**src/design/act_pkg.sv**
```systemverilog
`default_nettype none
// ---------------------------------------------------------------------------
// act_pkg
// Types and constants shared by the address cache top level and its store.
// ---------------------------------------------------------------------------
package act_pkg;

    localparam int ENTRIES_DEF = 8;

    localparam logic [15:0] OP_REQUEST = 16'h0001;
    localparam logic [15:0] OP_REPLY   = 16'h0002;

    localparam logic FUNC_PACKET = 1'b0;
    localparam logic FUNC_LOOKUP = 1'b1;

    typedef struct packed {
        logic        func;
        logic [15:0] opcode;
        logic [31:0] target_ip;
        logic [31:0] ip_addr;
        logic [47:0] mac_addr;
    } cmd_t;

    typedef struct packed {
        logic        send_reply;
        logic        learned;
        logic        table_full;
        logic        hit;
        logic [47:0] found_mac;
    } result_t;

    typedef struct packed {
        logic        vld;
        logic [31:0] ip;
        logic [47:0] mac;
    } rd_t;

    typedef struct packed {
        logic        en;
        logic [31:0] ip;
        logic [47:0] mac;
    } wr_t;

endpackage : act_pkg
`default_nettype wire

```
**src/design/act_entry_store.sv**
```systemverilog
`default_nettype none
// ---------------------------------------------------------------------------
// act_entry_store
// Entry memories for IP and MAC with per-entry valid bits; one registered
// read port and one write port.
// ---------------------------------------------------------------------------
module act_entry_store #(
    parameter int ENTRIES = act_pkg::ENTRIES_DEF,
    localparam int IDX_W  = (ENTRIES > 1) ? $clog2(ENTRIES) : 1
) (
    input  wire logic             clk,
    input  wire logic             rst_n,
    input  wire logic             rd_en,
    input  wire logic [IDX_W-1:0] rd_idx,
    output act_pkg::rd_t          rd,
    input  wire act_pkg::wr_t     wr,
    input  wire logic [IDX_W-1:0] wr_idx
);
    import act_pkg::*;

    logic [31:0]        ip_mem  [ENTRIES];
    logic [47:0]        mac_mem [ENTRIES];
    logic [ENTRIES-1:0] valid_reg;
    logic               rd_vld_reg;
    logic [31:0]        rd_ip_reg;
    logic [47:0]        rd_mac_reg;

    always_ff @(posedge clk or negedge rst_n)
    begin
        if (!rst_n)
        begin
            valid_reg  <= '0;
            rd_vld_reg <= 1'b0;
        end
        else
        begin
            if (wr.en)
            begin
                valid_reg[wr_idx] <= 1'b1;
            end
            if (rd_en)
            begin
                rd_vld_reg <= valid_reg[rd_idx];
            end
        end
    end

    always_ff @(posedge clk)
    begin
        if (wr.en)
        begin
            ip_mem[wr_idx]  <= wr.ip;
            mac_mem[wr_idx] <= wr.mac;
        end
        if (rd_en)
        begin
            rd_ip_reg  <= ip_mem[rd_idx];
            rd_mac_reg <= mac_mem[rd_idx];
        end
    end

    assign rd = '{vld: rd_vld_reg, ip: rd_ip_reg, mac: rd_mac_reg};

endmodule : act_entry_store
`default_nettype wire

```
**src/design/arp_cache_table_top.sv**
```systemverilog
`default_nettype none
// ---------------------------------------------------------------------------
// arp_cache_table_top
// IP-to-MAC cache: learns senders of ARP packets addressed to this station
// and answers lookups, scanning the entries one per cycle with one comparator.
// ---------------------------------------------------------------------------
// Completion: a transaction that needs no table scan (lookup of IP zero, packet
//   not for us, bad opcode, sender IP zero) strobes done in the cycle after
//   acceptance and busy stays low. A scan ends early on a match; busy is high
//   during the scan.
// Throughput: one transaction per scan, set by the single memory read port
//   and comparator. Results cannot be stalled by the receiver.
// Reset: valid bits and own_ip clear at once; no clearing pass.
module arp_cache_table_top #(
    parameter int ENTRIES = act_pkg::ENTRIES_DEF
) (
    input  wire logic          clk,
    input  wire logic          rst_n,
    input  wire logic          start,
    output logic               busy,
    input  wire act_pkg::cmd_t cmd,
    output logic               done,
    output act_pkg::result_t   result,
    input  wire logic          cfg_we,
    input  wire logic [31:0]   cfg_wdata
);
    import act_pkg::*;

    localparam int IDX_W = (ENTRIES > 1) ? $clog2(ENTRIES) : 1;
    localparam int CNT_W = $clog2(ENTRIES + 1);
    localparam logic [IDX_W-1:0] LAST_IDX = IDX_W'(ENTRIES - 1);

    typedef enum logic [1:0] {
        ST_IDLE = 2'b01,
        ST_SCAN = 2'b10
    } state_t;

    state_t            state_reg, state_next;
    cmd_t              cmd_reg, cmd_next;
    logic [CNT_W-1:0]  issue_cnt_reg, issue_cnt_next;
    logic              pend_reg, pend_next;
    logic [IDX_W-1:0]  pend_idx_reg, pend_idx_next;
    logic              free_found_reg, free_found_next;
    logic [IDX_W-1:0]  free_idx_reg, free_idx_next;
    result_t           result_reg, result_next;
    logic              done_reg, done_next;
    logic [31:0]       own_ip_reg;

    logic              rd_en;
    logic [IDX_W-1:0]  rd_idx;
    rd_t               rd_s;
    wr_t               wr_s;
    logic [IDX_W-1:0]  wr_idx;
    logic              addressed;
    logic              match;

    act_entry_store #(
        .ENTRIES (ENTRIES)
    ) u_store (
        .clk    (clk),
        .rst_n  (rst_n),
        .rd_en  (rd_en),
        .rd_idx (rd_idx),
        .rd     (rd_s),
        .wr     (wr_s),
        .wr_idx (wr_idx)
    );

    assign addressed = (cmd.target_ip == own_ip_reg)
                     && ((cmd.opcode == OP_REQUEST) || (cmd.opcode == OP_REPLY));
    assign match     = rd_s.vld && (rd_s.ip == cmd_reg.ip_addr);

    always_comb
    begin
        state_next      = state_reg;
        cmd_next        = cmd_reg;
        issue_cnt_next  = issue_cnt_reg;
        pend_next       = 1'b0;
        pend_idx_next   = pend_idx_reg;
        free_found_next = free_found_reg;
        free_idx_next   = free_idx_reg;
        result_next     = result_reg;
        done_next       = 1'b0;
        rd_en           = 1'b0;
        rd_idx          = issue_cnt_reg[IDX_W-1:0];
        wr_s            = '{en: 1'b0, ip: cmd_reg.ip_addr, mac: cmd_reg.mac_addr};
        wr_idx          = free_idx_reg;

        case (state_reg)
            ST_IDLE:
            begin
                if (start)
                begin
                    cmd_next        = cmd;
                    issue_cnt_next  = '0;
                    free_found_next = 1'b0;
                    result_next     = '0;
                    if (cmd.func == FUNC_LOOKUP)
                    begin
                        if (cmd.ip_addr == 32'd0)
                        begin
                            done_next = 1'b1;
                        end
                        else
                        begin
                            state_next = ST_SCAN;
                        end
                    end
                    else if (!addressed)
                    begin
                        done_next = 1'b1;
                    end
                    else if (cmd.ip_addr == 32'd0)
                    begin
                        result_next.send_reply = (cmd.opcode == OP_REQUEST);
                        done_next              = 1'b1;
                    end
                    else
                    begin
                        state_next = ST_SCAN;
                    end
                end
            end
            ST_SCAN:
            begin
                if (issue_cnt_reg != CNT_W'(ENTRIES))
                begin
                    rd_en          = 1'b1;
                    issue_cnt_next = issue_cnt_reg + CNT_W'(1);
                    pend_next      = 1'b1;
                    pend_idx_next  = issue_cnt_reg[IDX_W-1:0];
                end
                if (pend_reg)
                begin
                    if (match)
                    begin
                        result_next = '0;
                        if (cmd_reg.func == FUNC_LOOKUP)
                        begin
                            result_next.hit       = 1'b1;
                            result_next.found_mac = rd_s.mac;
                        end
                        else
                        begin
                            result_next.send_reply = (cmd_reg.opcode == OP_REQUEST);
                        end
                        done_next  = 1'b1;
                        pend_next  = 1'b0;
                        state_next = ST_IDLE;
                    end
                    else
                    begin
                        if (!rd_s.vld && !free_found_reg)
                        begin
                            free_found_next = 1'b1;
                            free_idx_next   = pend_idx_reg;
                        end
                        if (pend_idx_reg == LAST_IDX)
                        begin
                            result_next = '0;
                            if (cmd_reg.func == FUNC_PACKET)
                            begin
                                result_next.send_reply = (cmd_reg.opcode == OP_REQUEST);
                                if (free_found_reg || !rd_s.vld)
                                begin
                                    wr_s.en             = 1'b1;
                                    wr_idx              = free_found_reg ? free_idx_reg
                                                                         : pend_idx_reg;
                                    result_next.learned = 1'b1;
                                end
                                else
                                begin
                                    result_next.table_full = 1'b1;
                                end
                            end
                            done_next  = 1'b1;
                            pend_next  = 1'b0;
                            state_next = ST_IDLE;
                        end
                    end
                end
            end
            default:
            begin
                state_next = ST_IDLE;
            end
        endcase
    end

    always_ff @(posedge clk or negedge rst_n)
    begin
        if (!rst_n)
        begin
            state_reg      <= ST_IDLE;
            issue_cnt_reg  <= '0;
            pend_reg       <= 1'b0;
            free_found_reg <= 1'b0;
            done_reg       <= 1'b0;
            own_ip_reg     <= '0;
        end
        else
        begin
            state_reg      <= state_next;
            issue_cnt_reg  <= issue_cnt_next;
            pend_reg       <= pend_next;
            free_found_reg <= free_found_next;
            done_reg       <= done_next;
            if (cfg_we)
            begin
                own_ip_reg <= cfg_wdata;
            end
        end
    end

    always_ff @(posedge clk)
    begin
        cmd_reg      <= cmd_next;
        pend_idx_reg <= pend_idx_next;
        free_idx_reg <= free_idx_next;
        result_reg   <= result_next;
    end

    assign busy   = (state_reg != ST_IDLE);
    assign done   = done_reg;
    assign result = result_reg;

    a_no_learn_and_full: assert property (@(posedge clk) disable iff (!rst_n)
        done |-> !(result.learned && result.table_full))
        else $error("learned and table_full set together");

    a_busy_from_start: assert property (@(posedge clk) disable iff (!rst_n)
        $rose(busy) |-> $past(start))
        else $error("scan began without an accepted transaction");

    a_hit_after_scan: assert property (@(posedge clk) disable iff (!rst_n)
        (done && result.hit) |-> $past(busy))
        else $error("hit reported without a table scan");

    a_write_ends_scan: assert property (@(posedge clk) disable iff (!rst_n)
        wr_s.en |=> (done && result.learned && !busy))
        else $error("entry write not followed by a learned result");

endmodule : arp_cache_table_top
`default_nettype wire

```
**config.mk**
```make
export PLATFORM = sky130hd
export DESIGN_NAME = arp_cache_table_top
export DESIGN_NICKNAME = d
export VERILOG_FILES = /design/src/design/act_pkg.sv /design/src/design/act_entry_store.sv /design/src/design/arp_cache_table_top.sv
export SDC_FILE = /design/constraint.sdc
export NUM_CORES = 1
export LEC_CHECK = 0
export BUFFER_PORTS_ARGS = -buffer_cell sky130_fd_sc_hd__buf_2
export CAP_MARGIN = 0
export CORE_ASPECT_RATIO = 0.6
export CORE_MARGIN = 8
export CORE_UTILIZATION = 60
export DETAILED_ROUTE_END_ITERATION = 8
export GPL_TIMING_DRIVEN = 0
export PLACE_DENSITY = 0.75
export SLEW_MARGIN = 25
export SYNTH_ARGS = -nofsm -noshare
export SYNTH_HDL_FRONTEND = slang
export SYNTH_SLANG_ARGS = --single-unit
```
**constraint.sdc**
```tcl
create_clock -name clk -period 15.7 [get_ports clk]
set_input_delay 3.14 -clock clk [delete_from_list [all_inputs] [get_ports clk]]
set_output_delay 3.14 -clock clk [all_outputs]
set_load 0.05 [all_outputs]
```
==> impl_metrics.json <==
{
  "r2r_cells": 8,
  "drt_first_pass_iters": 5,
  "path_max_fanout": 5,
  "crit_end": "busy",
  "clkTransAtPathRegs_ns": 0.06,
  "netlist_top_cells_area": "edfxtp_1 (76%), mux4_2 (11%), mux2_2 (3.7%)",
  "cts_tree": "done",
  "timing.rr.end": "u_store.rd_mac_reg[0]",
  "cts-resized-gates": 0,
  "synth.yosys.warnings": 0,
  "hpwl_um": 46300,
  "ant_nets": 0,
  "track_usage": 0.221,
  "final_area_um2": 39600,
  "overflow": 0,
  "power.net_switching_mw": 1.60,
  "grt_pass1_vias": 17300,
  "crit_required_ns": 12.56,
  "max_freq_mhz": 205,
  "critPathSlowestCell": "dfstp_2",
  "drc": 0,
  "viasPerCell": 6.08,
  "numPortBuffers": 217,
  "dieArea_um2": 65600,
  "cp.arrival_ns": 1.75,
  "die_h_um": 202,
  "fin_nets": 2038,
  "end_kind": "output pin",
  "ys_seq_area_frac": 0.799,
  "maxSlewHeadroom": 0.325,
  "yosysTopAreaCellShare": 0.763,
  "grt_max_degree": 60,
  "finalHoldViolCount": 0,
  "largest_reg_flops": 384,
  "total_power_mw": 6.07,
  "row_count": 68,
  "ys_ff_latch": 925,
  "hold_class": "reg -> reg",
  "power.density_nw_per_um2": 153,
  "power_frac_seq": 0.516,
  "cts_buffers": 80,
  "report.final.setup_viol": 0,
  "min_period_over_period": 0.311,
  "wl_um": 72900,
  "layout_min_cycle_time_ns": 4.89,
  "slowest_delay_ns": 0.53,
  "syn_nets": 1683,
  "io_pins": 219,
  "drv_cap": 0,
  "reg2reg_slack_ns": 12.11,
  "grt_pass1_wl_um": 109000,
  "placed_cell_area_um2": 37200,
  "p_leak_nw": 13.1,
  "fin_skew_ns": 0.0180,
  "power_switching_share": 0.263,
  "tightest_slew_ns": 1.01,
  "slew_viol_final": 0,
  "yosysUniqueCellTypes": 49,
  "die_w_um": 325,
  "critPathLaunch": "state_reg[0]",
  "r2r_start": "issue_cnt_reg[1]",
  "cp_cell_sequence": "ha_1, inv_1, buf_2",
  "place_congestion": 0.801,
  "ctsRootBufferMaster": "clkbuf_16",
  "cts_buffer_depth": 3,
  "core_um2": 57100,
  "status": "finished clean",
  "avgSynthCellArea_um2": 22.8,
  "cts_hold_buf": 0,
  "peakVddDrop_uv": 97.6,
  "p_comb_frac": 0.180,
  "p_clk_frac": 0.304,
  "cp-start-kind": "flop",
  "vias": 16400,
  "syn-cell-area_um2": 34500,
  "drive_gt1_frac": 0.360,
  "intPower_mw": 4.47,
  "post-cts-setup-buffers": 0,
  "clock_latency_ns": 0.61,
  "rsz0062_at_grt": "no",
  "crit_type": "reg -> out",
  "synthCells": 1514,
  "cts.sinks": 925,
  "yosysTopAreaCell": "edfxtp_1",
  "min_path_cells": 1,
  "start_util": 0.603,
  "drtIter0Drc": 1863,
  "syn2layout_area_growth_pct": 14.8,
  "wl_per_cell_um": 27.0,
  "antenna_found_initial": 2,
  "htree_num_levels": 3
}
==> critical path: cells and delay by family, from the launching register on <==
family,cells,cell delay [ns]
fa+ha+maj,1,0.28
flops,1,0.53
buf+inv,2,0.33
==> placed cells by master, fill, tap and decap left out, types with 13 or more instances in the layout <==
cell / instances
edfxtp_1: 875
buf_2: 264
mux4_2: 162
mux2_2: 112
clkbuf_16: 81
xnor2_1: 56
clkbuf_1: 53
dfrtp_1: 49
and2_1: 48
nor4_1: 19
nand4_1: 19
clkinv_1: 15
nor2_1: 13
==> worst min-delay path by stage <==
stage | from | to | slack, ns
floorplan | u_store.valid_reg[7] | u_store.valid_reg[7] | 0.42
global placement | u_store.valid_reg[1] | u_store.valid_reg[1] | 0.44
detailed placement | u_store.valid_reg[7] | u_store.valid_reg[7] | 0.45
CTS | u_store.valid_reg[6] | u_store.valid_reg[6] | 0.47
global route | u_store.valid_reg[6] | u_store.valid_reg[6] | 0.49
finish | u_store.valid_reg[6] | u_store.valid_reg[6] | 0.47
==> cell families (layout without fill, tap and decap cells) <==
kind of cell / count (synthesis) / after routing / synth area share
other: 0 / 2 / 0
AO/OA/AOI/OAI: 33 / 33 / 0.00690
AND/OR/NAND/NOR: 142 / 142 / 0.0246
buffers and inverters: 72 / 484 / 0.00919
XOR/XNOR: 62 / 62 / 0.0158
adder cells (fa/ha/maj): 4 / 4 / 0.00145
multiplexers: 276 / 276 / 0.143
flip-flops: 925 / 925 / 0.799
==> power by group through the flow <==
stage                     registers [mW]  clock network (mW)  logic, mW
after detailed placement            3.18                   0       1.10
after floorplan                     3.27                   0      0.654
after global placement              3.19                   0       1.05
after CTS                           3.13                1.87       1.10
after global routing                3.15                1.97       1.16
final                               3.13                1.85       1.09
==> layer usage <==
| layer | vias up | global-route usage | part of all wire |
|---|---|---|---|
| li1 | 6963 | - | - |
| met1 | 8655 | 0.313 | 0.42 |
| met2 | 680 | 0.355 | 0.49 |
| met3 | 101 | 0.0462 | 0.077 |
| met4 | 0 | 0.0538 | 0.019 |
| met5 | - | 0 | 0 |
==> synthesized netlist by cell type, drive strengths merged <==
library cell / n
ha: 4
o31ai: 1
nand4: 19
o22ai: 2
mux4: 162
a41oi: 1
mux2i: 2
inv: 13
and2: 50
a31o: 3
buf: 25
a31oi: 1
mux2: 112
o221ai: 1
nor4b: 3
a21o: 3
edfxtp: 875
nand2b: 5
or3: 1
nor2b: 2
clkbuf: 34
xor2: 6
xnor2: 56
nand3: 5
o41ai: 1
o21a: 4
and4: 1
nor4: 20
a21oi: 4
o32a: 1
dfrtp: 49
nor2: 13
a41o: 1
dfstp: 1
a211oi: 2
a22o: 1
nor3: 6
o32ai: 2
and3: 5
o21ai: 5
nand2: 8
or2: 3
or4b: 1
==> layout make-up <==
| type | count | area, um2 |
|---|---|---|
| diodes | 2 | 5.00 |
| repair buffers | 273 | 1690 |
| clock buffers | 104 | 2130 |
| clock inverters | 35 | 255 |
| multi-input cells | 517 | 6660 |
| well taps | 770 | 963 |
| flip-flops and latches | 925 | 27500 |
| inverters | 13 | 58.8 |
| plain buffers | 59 | 268 |
| fillers | 3420 | 17500 |
==> metrics by stage <==
| stage | utilization | setup TNS (ns) | hold WS, ns | std cells | setup WS, ns |
|---|---|---|---|---|---|
| 5_1_grt | 0.693 | 0 | 0.493 | 2698 | 10.77 |
| 3_5_place_dp | 0.651 | 0 | 0.450 | 2557 | 10.46 |
| 2_1_floorplan | - | 0 | 0.423 | 1514 | 5.34 |
| 3_3_place_gp | 0.639 | -541.54 | 0.437 | 2501 | -3.96 |
| 6_report | 0.693 | 0 | 0.468 | 2698 | 10.81 |
| 4_1_cts | 0.693 | 0 | 0.468 | 2696 | 10.79 |
(Power assumes the default switching activity.)
